<file path="src/hdl/z80alu_pkg.sv">
// ----------------------------------------------------------------------------
// z80alu_pkg
// Shared types, command codes and flag bit positions for the Z80 style ALU.
// ----------------------------------------------------------------------------
package z80alu_pkg;

	typedef logic [4:0] cmd_t;

	localparam cmd_t CMD_ADD  = 5'd0;
	localparam cmd_t CMD_ADC  = 5'd1;
	localparam cmd_t CMD_SUB  = 5'd2;
	localparam cmd_t CMD_SBC  = 5'd3;
	localparam cmd_t CMD_CP   = 5'd4;
	localparam cmd_t CMD_AND  = 5'd5;
	localparam cmd_t CMD_OR   = 5'd6;
	localparam cmd_t CMD_XOR  = 5'd7;
	localparam cmd_t CMD_INC  = 5'd8;
	localparam cmd_t CMD_DEC  = 5'd9;
	localparam cmd_t CMD_RLC  = 5'd10;
	localparam cmd_t CMD_RRC  = 5'd11;
	localparam cmd_t CMD_RL   = 5'd12;
	localparam cmd_t CMD_RR   = 5'd13;
	localparam cmd_t CMD_SLA  = 5'd14;
	localparam cmd_t CMD_SRA  = 5'd15;
	localparam cmd_t CMD_SLL  = 5'd16;
	localparam cmd_t CMD_SRL  = 5'd17;
	localparam cmd_t CMD_BIT  = 5'd18;
	localparam cmd_t CMD_SET  = 5'd19;
	localparam cmd_t CMD_RES  = 5'd20;
	localparam cmd_t CMD_CPL  = 5'd21;
	localparam cmd_t CMD_SCF  = 5'd22;
	localparam cmd_t CMD_CCF  = 5'd23;
	localparam cmd_t CMD_RLCA = 5'd24;
	localparam cmd_t CMD_RRCA = 5'd25;
	localparam cmd_t CMD_RLA  = 5'd26;
	localparam cmd_t CMD_RRA  = 5'd27;

	// Flag byte layout: S Z Y H X PV N C
	localparam int FL_S = 7;
	localparam int FL_Z = 6;
	localparam int FL_Y = 5;
	localparam int FL_H = 4;
	localparam int FL_X = 3;
	localparam int FL_P = 2;
	localparam int FL_N = 1;
	localparam int FL_C = 0;

	typedef struct packed {
		cmd_t       command;
		logic [7:0] operand_a;
		logic [7:0] operand_b;
		logic [2:0] bit_index;
		logic [7:0] flags_in;
	} alu_in_t;

	typedef struct packed {
		logic [7:0] result;
		logic [7:0] flags_out;
	} alu_out_t;

endpackage

</file>
<file path="src/hdl/z80alu_core.sv">
// ----------------------------------------------------------------------------
// z80alu_core
// Combinational datapath: result byte and new flag byte for one command word.
// ----------------------------------------------------------------------------
module z80alu_core
	import z80alu_pkg::*;
(
	input  alu_in_t  in_word,
	output alu_out_t out_word
);

	// Sign, zero and the two undocumented copy bits taken from a result byte.
	function automatic logic [7:0] szyx(input logic [7:0] v);
		logic [7:0] f;
		begin
			f = 8'h00;
			f[FL_S] = v[7];
			f[FL_Z] = (v == 8'h00);
			f[FL_Y] = v[5];
			f[FL_X] = v[3];
			return f;
		end
	endfunction

	cmd_t       cmd;
	logic [7:0] a;
	logic [7:0] b;
	logic [2:0] bi;
	logic [7:0] fi;
	logic       cin;
	logic [8:0] add9;
	logic [8:0] sub9;
	logic [7:0] inc8;
	logic [7:0] dec8;
	logic [7:0] bit_mask;
	logic [7:0] rot_r;
	logic       rot_c;
	logic [7:0] r;
	logic [7:0] f;

	assign cmd = in_word.command;
	assign a   = in_word.operand_a;
	assign b   = in_word.operand_b;
	assign bi  = in_word.bit_index;
	assign fi  = in_word.flags_in;
	assign cin = fi[FL_C];

	assign add9     = {1'b0, a} + {1'b0, b} + {8'd0, (cmd == CMD_ADC) & cin};
	assign sub9     = {1'b0, a} - {1'b0, b} - {8'd0, (cmd == CMD_SBC) & cin};
	assign inc8     = a + 8'd1;
	assign dec8     = a - 8'd1;
	assign bit_mask = 8'd1 << bi;

	// The accumulator rotates share the shifter with their CB prefixed forms.
	always_comb begin
		case (cmd)
			CMD_RLC, CMD_RLCA: begin
				rot_c = a[7];
				rot_r = {a[6:0], a[7]};
			end
			CMD_RRC, CMD_RRCA: begin
				rot_c = a[0];
				rot_r = {a[0], a[7:1]};
			end
			CMD_RL, CMD_RLA: begin
				rot_c = a[7];
				rot_r = {a[6:0], cin};
			end
			CMD_RR, CMD_RRA: begin
				rot_c = a[0];
				rot_r = {cin, a[7:1]};
			end
			CMD_SLA: begin
				rot_c = a[7];
				rot_r = {a[6:0], 1'b0};
			end
			CMD_SRA: begin
				rot_c = a[0];
				rot_r = {a[7], a[7:1]};
			end
			CMD_SLL: begin
				rot_c = a[7];
				rot_r = {a[6:0], 1'b1};
			end
			CMD_SRL: begin
				rot_c = a[0];
				rot_r = {1'b0, a[7:1]};
			end
			default: begin
				rot_c = 1'b0;
				rot_r = a;
			end
		endcase
	end

	always_comb begin
		r = a;
		f = fi;
		case (cmd)
			CMD_ADD, CMD_ADC: begin
				r       = add9[7:0];
				f       = szyx(add9[7:0]);
				f[FL_H] = a[4] ^ b[4] ^ add9[4];
				f[FL_P] = ~(a[7] ^ b[7]) & (a[7] ^ add9[7]);
				f[FL_C] = add9[8];
			end
			CMD_SUB, CMD_SBC, CMD_CP: begin
				r       = sub9[7:0];
				f       = szyx(sub9[7:0]);
				f[FL_H] = a[4] ^ b[4] ^ sub9[4];
				f[FL_P] = (a[7] ^ b[7]) & (a[7] ^ sub9[7]);
				f[FL_N] = 1'b1;
				f[FL_C] = sub9[8];
				if (cmd == CMD_CP) begin
					// Compare keeps the accumulator and copies Y and X from the operand.
					r       = a;
					f[FL_Y] = b[5];
					f[FL_X] = b[3];
				end
			end
			CMD_AND, CMD_OR, CMD_XOR: begin
				if (cmd == CMD_AND) begin
					r = a & b;
				end else if (cmd == CMD_OR) begin
					r = a | b;
				end else begin
					r = a ^ b;
				end
				f       = szyx(r);
				f[FL_P] = ~^r;
				f[FL_H] = (cmd == CMD_AND);
			end
			CMD_INC: begin
				r       = inc8;
				f       = szyx(inc8);
				f[FL_C] = cin;
				f[FL_P] = (inc8 == 8'h80);
				f[FL_H] = (inc8[3:0] == 4'h0);
			end
			CMD_DEC: begin
				r       = dec8;
				f       = szyx(dec8);
				f[FL_C] = cin;
				f[FL_N] = 1'b1;
				f[FL_P] = (dec8 == 8'h7f);
				f[FL_H] = (dec8[3:0] == 4'hf);
			end
			CMD_RLC, CMD_RRC, CMD_RL, CMD_RR, CMD_SLA, CMD_SRA, CMD_SLL, CMD_SRL: begin
				r       = rot_r;
				f       = szyx(rot_r);
				f[FL_P] = ~^rot_r;
				f[FL_C] = rot_c;
			end
			CMD_RLCA, CMD_RRCA, CMD_RLA, CMD_RRA: begin
				// S, Z and PV are left as they were.
				r       = rot_r;
				f[FL_Y] = rot_r[5];
				f[FL_H] = 1'b0;
				f[FL_X] = rot_r[3];
				f[FL_N] = 1'b0;
				f[FL_C] = rot_c;
			end
			CMD_BIT: begin
				f       = 8'h00;
				f[FL_S] = (bi == 3'd7) & a[7];
				f[FL_Z] = ~|(a & bit_mask);
				f[FL_Y] = a[5];
				f[FL_H] = 1'b1;
				f[FL_X] = a[3];
				f[FL_P] = ~|(a & bit_mask);
				f[FL_C] = cin;
			end
			CMD_SET: begin
				r = a | bit_mask;
			end
			CMD_RES: begin
				r = a & ~bit_mask;
			end
			CMD_CPL: begin
				r       = ~a;
				f[FL_Y] = ~a[5];
				f[FL_X] = ~a[3];
				f[FL_H] = 1'b1;
				f[FL_N] = 1'b1;
			end
			CMD_SCF: begin
				f[FL_H] = 1'b0;
				f[FL_N] = 1'b0;
				f[FL_C] = 1'b1;
			end
			CMD_CCF: begin
				f[FL_H] = cin;
				f[FL_N] = 1'b0;
				f[FL_C] = ~cin;
			end
			default: begin
				r = a;
				f = fi;
			end
		endcase
	end

	assign out_word.result    = r;
	assign out_word.flags_out = f;

endmodule

</file>
<file path="src/hdl/z80_alu_with_flags_unit.sv">
// ----------------------------------------------------------------------------
// z80_alu_with_flags_unit
// Z80 style 8-bit ALU with flag generation, registered at input and output.
// ----------------------------------------------------------------------------
// Usage:
//   Input channel: drive in_word and raise start. The word is taken at the
//   rising edge where start is high and busy is low. busy is always low, so a
//   new word may be given in every cycle.
//   Output channel: done is high for exactly one cycle with the result byte
//   and the new flag byte on out_word. The receiver must take it in that
//   cycle; there is no way to hold results back, and none is needed.
//   Pipeline: a word is taken into the input register, and done rises when
//   its result is taken into the result register; nothing can stall between.
//   Throughput: one word per cycle, since all the arithmetic and flag logic
//   sits in one combinational pass between those two registers.
//   Reset: arst_n low clears both valid flags at once; no words are pending
//   afterwards. The input and result data registers are not reset.
// ----------------------------------------------------------------------------
module z80_alu_with_flags_unit
	import z80alu_pkg::*;
(
	input  logic     clk,
	input  logic     arst_n,
	input  logic     start,
	output logic     busy,
	input  alu_in_t  in_word,
	output logic     done,
	output alu_out_t out_word
);

	logic     valid_s1;
	alu_in_t  in_s1;
	logic     valid_s2;
	alu_out_t out_s2;
	alu_out_t core_out;

	assign busy = 1'b0;

	always_ff @(posedge clk or negedge arst_n) begin
		if (!arst_n) begin
			valid_s1 <= 1'b0;
			valid_s2 <= 1'b0;
		end else begin
			valid_s1 <= start & ~busy;
			valid_s2 <= valid_s1;
		end
	end

	always_ff @(posedge clk) begin
		if (start & ~busy) begin
			in_s1 <= in_word;
		end
		if (valid_s1) begin
			out_s2 <= core_out;
		end
	end

	z80alu_core u_core (
		.in_word  (in_s1),
		.out_word (core_out)
	);

	assign done     = valid_s2;
	assign out_word = out_s2;

endmodule

</file>
<file path="config.mk">
export PLATFORM = sky130hd
export DESIGN_NAME = z80_alu_with_flags_unit
export DESIGN_NICKNAME = d
export VERILOG_FILES = /design/src/hdl/z80alu_pkg.sv /design/src/hdl/z80alu_core.sv /design/src/hdl/z80_alu_with_flags_unit.sv
export SDC_FILE = /design/constraint.sdc
export NUM_CORES = 1
export LEC_CHECK = 0
export BUFFER_PORTS_ARGS = -buffer_cell sky130_fd_sc_hd__buf_2
export CELL_PAD_IN_SITES_DETAIL_PLACEMENT = 1
export CELL_PAD_IN_SITES_GLOBAL_PLACEMENT = 1
export CORE_ASPECT_RATIO = 1.2
export CORE_UTILIZATION = 42
export CTS_CLUSTER_DIAMETER = 100
export DETAILED_ROUTE_END_ITERATION = 8
export PLACE_DENSITY_LB_ADDON = 0.1
export SLEW_MARGIN = 5
export SYNTH_ARGS = -nofsm -noshare
export SYNTH_HDL_FRONTEND = slang
export SYNTH_SLANG_ARGS = --single-unit
</file>
<file path="constraint.sdc">
create_clock -name clk -period 3.7 [get_ports clk]
set_input_delay 0.185 -clock clk [delete_from_list [all_inputs] [get_ports clk]]
set_output_delay 0.185 -clock clk [all_outputs]
set_load 0.03 [all_outputs]
</file>
# Word level (Yosys, flattened, before mapping)
# Index checks and enable logic that the tools add are counted.
[totals]
out_inout_bits = 18
regBits = 50
[classes]
n_reduce_logical = 27
bitwise = 23
mux = 16
shifts = 1
n_eq_ne = 31
add_sub_neg = 6
[op_table]
columns = ["operator", "count"]
rows = [
  ["$pmux 8 s9", 1],
  ["$pmux 8 s8", 1],
  ["$eq 5x5->1 const B", 12],
  ["$logic_not 8->1", 6],
  ["$eq 5x4->1 const B", 8],
  ["$mux 8", 4],
  ["$and 8x8->8", 3],
  ["$pmux 1 s8", 3],
  ["$reduce_or 21->1", 1],
  ["$eq 5x3->1 const B", 4],
  ["$not 8->8", 2],
  ["$or 8x8->8", 2],
  ["$reduce_or 8->1", 2],
  ["$reduce_xnor 8->1", 2],
  ["$pmux 2 s7", 1],
  ["$reduce_or 13->1", 1],
  ["$reduce_or 12->1", 1],
  ["$reduce_or 2->1", 6],
  ["$reduce_or 6->1", 2],
  ["$eq 5x2->1 const B", 2],
  ["$add 8x8->9", 1],
  ["$add 9x1->9", 1],
  ["$sub 8x8->9", 1],
  ["$sub 9x1->9", 1],
  ["other kinds (21)", 36],
]

# Depth between registers and ports, before layout
# Gate-level depths: netlist of run 1.
[logic_depth]
ltp_word = 6
ltp_mapped = 14

# Cells and area by module
# From an unflattened synthesis of run 1, not the netlist that was laid out.
[unflattened]
cells_unflattened = 571
hier_area_um2 = 4978.5
[modules_own_cells]
columns = ["mod", "instances", "area_per_inst_um2", "seq_area_each_um2", "cells_each"]
rows = [
  ["z80alu_core", 1, 3475.8, 0.0, 519],
  ["z80_alu_with_flags_unit", 1, 1502.7, 1491.4, 52],
]

# Least setup slack after synthesis of run 1
# Ideal clock, no wire load.
[synth_timing]
path_type = "register to register"
start = "register in_s1[30] in the netlist's numbering"
end = "register out_s2, in the netlist out_word[7], data pin"
setup_slack_ps = -69
stages_incl_launch_ff = 15
setup_time_ps = 261
t_arrival_ps = 3508
path_cell_list = "edfxtp_1 -> buf_2 -> clkbuf_1 -> buf_2 -> clkbuf_1 -> or4_1 -> fa_1 -> inv_1 -> ha_1 -> o21ai_0 -> a211o_1 -> nor3_1 -> a311o_1 -> and2_1 -> o32a_1"
[synth_lines]
columns = ["element", "line_no", "rtl"]
rows = [
  ["start: declaration", "z80_alu_with_flags_unit.sv:32", "alu_in_t in_s1;"],
  ["start signal: assignment", "z80_alu_with_flags_unit.sv:51", "in_s1 <= in_word;"],
  ["end signal: assignment", "z80_alu_with_flags_unit.sv:54", "out_s2 <= core_out;"],
  ["end: declaration", "z80_alu_with_flags_unit.sv:34", "alu_out_t out_s2;"],
]

==> results of run 1 <==
-- routing by layer --
metal / vias up / GRT usage, % / wire length, um
li1: 2463 / - / -
met1: 2624 / 40.83 / 8478
met2: 249 / 52.16 / 9578
met3: 58 / 4.745 / 1434
met4: 0 / 14.96 / 993
met5: - / 0 / 0
-- cells in the mapped netlist, drive strengths merged, types with 8 or more instances --
| cell | instances | share of area, % |
|---|---|---|
| nand4 | 10 | 1.2 |
| nor4 | 8 | 1.1 |
| a211oi | 12 | 1.7 |
| clkbuf | 32 | 2.3 |
| edfxtp | 48 | 27 |
| mux2i | 15 | 2.8 |
| inv | 28 | 2.0 |
| o211ai | 8 | 1.1 |
| nor3 | 21 | 2.0 |
| buf | 17 | 1.7 |
| nand2 | 51 | 3.6 |
| a21oi | 37 | 3.5 |
| o21ai | 40 | 3.8 |
| nor2b | 10 | 1.2 |
| or3 | 8 | 0.95 |
| ha | 43 | 10 |
| o22ai | 8 | 0.95 |
| nand2b | 13 | 1.5 |
| xnor2 | 21 | 3.5 |
| nor2 | 45 | 3.2 |
| nand3 | 18 | 1.7 |
| and2 | 9 | 1.1 |
-- power by group through the flow --
| stage | combinational [mW] | sequential [mW] | clock, mW |
|---|---|---|---|
| global placement | 1.06 | 0.751 | 0 |
| floorplan | 0.673 | 0.802 | 0 |
| global route | 1.19 | 0.750 | 0.539 |
| CTS | 1.09 | 0.743 | 0.523 |
| finish | 1.11 | 0.743 | 0.511 |
| detailed placement | 1.08 | 0.754 | 0 |
-- how the worst max path moves through the flow --
| stage | to | slack [ps] | cells past startpoint |
|---|---|---|---|
| 2_1_floorplan | out_word[7] | 6 | 12 |
| 3_3_place_gp | out_word[7] | 200 | 11 |
| 3_5_place_dp | out_word[7] | 130 | 11 |
| 4_1_cts | out_word[7] | 120 | 11 |
| 5_1_grt | out_word[2] | 30 | 14 |
| 6_report | out_word[7] | 180 | 11 |
-- logic make-up after synthesis --
kind of cell / count (synthesis)
other: 1
flip-flops: 50
multiplexers: 16
AND/OR/NAND/NOR: 226
buffers and inverters: 79
adder cells (fa/ha/maj): 47
AO/OA/AOI/OAI: 185
XOR/XNOR: 28
-- critical path: cells and delay by family (launching register included) --
kind,cells,cell delay [ps]
buffers and inverters,1,50
adders and majority gates,2,730
DFF,1,440
AOI/OAI and AO/OA,4,1120
and+or+nand+nor,4,940
-- what timing repair did --
item | CTS | global route
endpoints found under the setup margin | 0 | 2
endpoints found under the hold margin | 2 | 0
gates resized for setup | 0 | 2
hold buffers | 1 | 0
-- registers in the layout, summed over array words and instances, names as in the netlist --
name and count:
done 1, in_s1 32, out_word 16, valid_s1 1
-- layout make-up --
type	instances	area, um^2	share of cell area (%)
inverter	30	112.6	1.861
clock buffer	5	125.1	2.067
clock inverter	3	28.78	0.4755
tap	161	201.4	3.329
multi-input combinational	503	3490	57.66
sequential	50	1491	24.64
timing repair buffer	92	603.1	9.965
==> metrics, run 1 <==
run status=complete, no violations; Hold Slack=44.42 ps; post-synthesis mux area share=3.049%; Area growth, synth to finish=14.32%; yosys warns=0; Critical Path Source=in_s1[29]; cell area after placement=5884 um^2; peak supply drop=210.4 uV; Distinct cells, synth=76; Hold Crit Endpoint=in_s1[9]; clock share of power=21.6%; sw frac=41.98%; H-Tree Depth=2; Max Clk Rate=283.9 MHz; hold path cells=1; total global-route track usage=31.73%; first-pass GRT wire length=31470 um; Vias per Instance=6.391; IO Pins=53; Inst Count DP=835; # rows=44; min cycle time layout=3523 ps; hold crit path type=in2reg; Setup Viol. Count Final=0; drt first pass iters=5; CP Class=reg2reg; Die Width=104.5 um; largest family of logic cells by synthesized area=compound AO/OA/AOI/OAI gates; Final Util=49.74%; chip height=125.0 um; critical path cell sequence=nand2b_1 > or4_4 > fa_2 > inv_1 > ha_1 > o21ai_2 > a211o_1 > nor3_1 > a311o_1 > and2_1 > o32a_1; critical path arrival=3570 ps; drt wl/cell=24.27 um; ys async rst share=4.000%; Starting Density=43.51%; drt total wl=20480 um; Post-Synthesis Cells=632; total power=2.364 mW; CTS tree=done; Total Nets Final=764; clock sinks=50; Slowest cell on crit path=fa_2; crit start category=flop; most frequent cells in the layout=nand2_1 (51), buf_2 (51), edfxtp_1 (48); min-delay src=in_word[9]; Finished Layout Cells=844; P_leak=2.354 nW; Iteration-0 DRC Markers=446; die footprint=13060 um^2; Fillers=1503; XOR/XNOR Fraction of Synth Area=4.632%; register area share after synthesis=28.17%; Synth Area in Compound Gates=23.87%; Required @ worst endpoint=3750 ps; post-synthesis adder-cell area fraction=11.68%; delay of the slowest critical-path stage=550 ps; crit path capture type=flop; Flop pwr share=31.4%; final setup TNS=0 ps; Max Root-Sink Buffers=2; pre-CTS setup slack=125.3 ps; number of flops mapped to enable cells by yosys=48; R2R Setup Slk=180 ps; Sw Pwr=0.9925 mW; # Post-CTS Setup Buffers=0; final worst slack=177.5 ps; post-synthesis net count=714; layout cell share with drive strength beyond 1=17.42%; diodes inserted=0; r2r startpoint=in_s1[29]; Pint=1.372 mW; Post-Synth Simple-Gate Area=22.43%; routed via count=5394; unrepaired setup endpoints after global routing=false; max_cap viols=0; combinational share of power=46.9%; Synth Flop Type=edfxtp_1; Slew Limit Fails=0; final period utilization=95.20%; clock-pin slew on the worst setup and hold paths=90 ps; final instance area=6052 um^2; Seq cells post-synth=50; later-pin clock latency in the skew report=310 ps; Detail Route Antenna Nets=0; CTS buffer count=5; syn avg cell area=8.376 um^2; Max-slew headroom=31.47%; Placer Congestion=0.9979; PortBufs=51; vias in the first global route=5434; crit-path max FO=4; pin count of the biggest net entering global routing=40; skew final=15.23 ps; DP HPWL=15910 um; number of antenna violations at the first check in global routing=0; DRC=0; final hold vios=0; Worst Max-Slew Pin Slew=1028 ps; mapped cell area=5294 um^2; R2R depth=11; Worst R2R End=out_word[7]; total gr overflow=0; PD cells=390.6 nW/um^2; Root Buffer=clkbuf_16; CORE AREA=12170 um^2
No activity file was read; power rests on OpenSTA's default activity.
==> inputs of run 2 (changes only) <==
- HOLD_SLACK_MARGIN: default -> 0.1
- REMOVE_ABC_BUFFERS: default -> 1
==> metrics, run 2 (synthesized netlist as in run 1, its figures left out) <==
critical path arrival=3570 ps (about the same); final setup TNS=0 ps (unchanged); vias in the first global route=5576 (+2.6%); final worst slack=178.0 ps (+0.5310 ps); clock-pin slew on the worst setup and hold paths=70 ps (-20 ps); crit path capture type=flop; Worst Max-Slew Pin Slew=1054 ps (+26.09 ps); final hold vios=0 (unchanged); critical path cell sequence=buf_12 > nor3b_2 > nand3_1 > fa_1 > fa_1 > nand2b_1 > a21oi_2 > xor2_1 > a22o_1 > o32a_1; Top cell by count, worst path=fa_1; Setup Viol. Count Final=0 (unchanged); Starting Density=43.51% (unchanged); # rows=44 (unchanged); total global-route track usage=33.69% (+2.0 points); total power=2.464 mW (+4.2%); Detail Route Antenna Nets=0 (unchanged); Slowest cell on crit path=fa_1; Slew Limit Fails=0 (unchanged); Crit path buffers/inverters=1 (unchanged); Vias per Instance=6.217 (-2.7%); drt first pass iters=5 (unchanged); H-Tree Depth=2 (unchanged); max FFs per register=32 (unchanged); CP Class=reg2reg; Max Clk Rate=283.9 MHz (about the same); PortBufs=51 (unchanged); CTS tree=done; DRC=0 (unchanged); most frequent cells in the layout=nand2_1 (51), buf_2 (51), edfxtp_1 (48); skew final=6.835 ps (-8.394 ps); Root Buffer=clkbuf_16; number of antenna violations at the first check in global routing=1 (+1); later-pin clock latency in the skew report=310 ps (about the same); crit-path max FO=41 (+37); CORE AREA=12170 um^2 (unchanged); unrepaired setup endpoints after global routing=false; drt total wl=21420 um (+4.6%); drt wl/cell=24.46 um (+0.77%); Die Width=104.5 um (unchanged); R2R Setup Slk=180 ps (about the same); hold crit path type=in2async; final period utilization=95.19% (about the same); peak supply drop=197.1 uV (-6.3%); DP HPWL=16340 um (+2.6%); min cycle time layout=3522 ps (-0.5310 ps); Max Root-Sink Buffers=2 (unchanged); run status=complete, no violations; IO Pins=53 (unchanged); CTS buffer count=5 (unchanged); crit start category=flop; Placer Congestion=1.000 (+0.21%); total gr overflow=0 (unchanged); chip height=125.0 um (unchanged); max_cap viols=0 (unchanged); pin count of the biggest net entering global routing=44 (+10%); routed via count=5446 (+0.96%); P_leak=2.510 nW (+6.6%); PD cells=383.3 nW/um^2 (-1.9%); layout cell share with drive strength beyond 1=17.20% (-0.22 points); Hold Slack=199.7 ps (+155.3 ps); clock sinks=50 (unchanged); Area growth, synth to finish=21.44%; Max-slew headroom=29.09% (-2.4 points); first-pass GRT wire length=32750 um (+4.1%); Largest Register=in_s1; Total Nets Final=796 (+4.2%); diodes inserted=0 (unchanged); die footprint=13060 um^2 (unchanged); Required @ worst endpoint=3750 ps (about the same); Iteration-0 DRC Markers=360 (-19%); pre-CTS setup slack=62.87 ps (-62.42 ps); top cell family by delay on the critical path=adder cells; delay of the slowest critical-path stage=500 ps (-50 ps)
==> run 2: area by class of cell <==
| class | count | area [um^2] |
|---|---|---|
| tap | 161 | 201.4 |
| multi-input combinational | 503 | 3515 |
| inverter | 30 | 112.6 |
| sequential | 50 | 1491 |
| clock buffer | 5 | 125.1 |
| clock inverter | 3 | 47.55 |
| fill | 1434 | 5738 |
| timing repair buffer | 124 | 935.9 |
==> run 2: worst paths after layout <==
check,startpoint,endpoint,depth (start not counted)
worst max-delay path,in_s1[27],out_word[12],10
worst min-delay path,arst_n,done,2
worst max register to register,in_s1[27],out_word[12],10
worst min register to register,in_s1[4],out_word[4],1
max in group asynchronous,arst_n,valid_s1,2
min in group clk,start,valid_s1,1
==> run 2: timing repair <==
item                                    4_1_cts  5_1_grt
hold endpoints to repair                     34        0
gates resized for setup                       0        8
hold buffers                                 33        0
setup buffers                                 0        0
endpoints found under the setup margin        0        5
==> run 2: per-layer routing <==
metal	routed length, um	track usage, %	vias up
met5	0	0	-
met4	918	16.30	0
met3	1180	6.778	54
met2	10180	54.89	176
met1	9143	42.53	2699
li1	-	-	2517
==> run 2: where the power goes <==
part	switching [mW]	internal [mW]
Sequential	0.0432	0.697
Combinational	0.711	0.456
Clock	0.235	0.323
==> run 2: stage by stage <==
stage	std cells	utilization, %	instance area (um^2)
2_1_floorplan	583	-	5084
3_3_place_gp	835	48.42	5891
3_5_place_dp	835	48.42	5891
4_1_cts	876	52.55	6394
5_1_grt	876	52.84	6429
6_report	876	52.84	6429
==> run 2: worst register-to-register path: stages (launching register included) <==
cell and delay (ps):
edfxtp_1 430, buf_12 240, nor3b_2 260, nand3_1 150, fa_1 440, fa_1 500, nand2b_1 230, a21oi_2 250
xor2_1 170, a22o_1 260, o32a_1 340
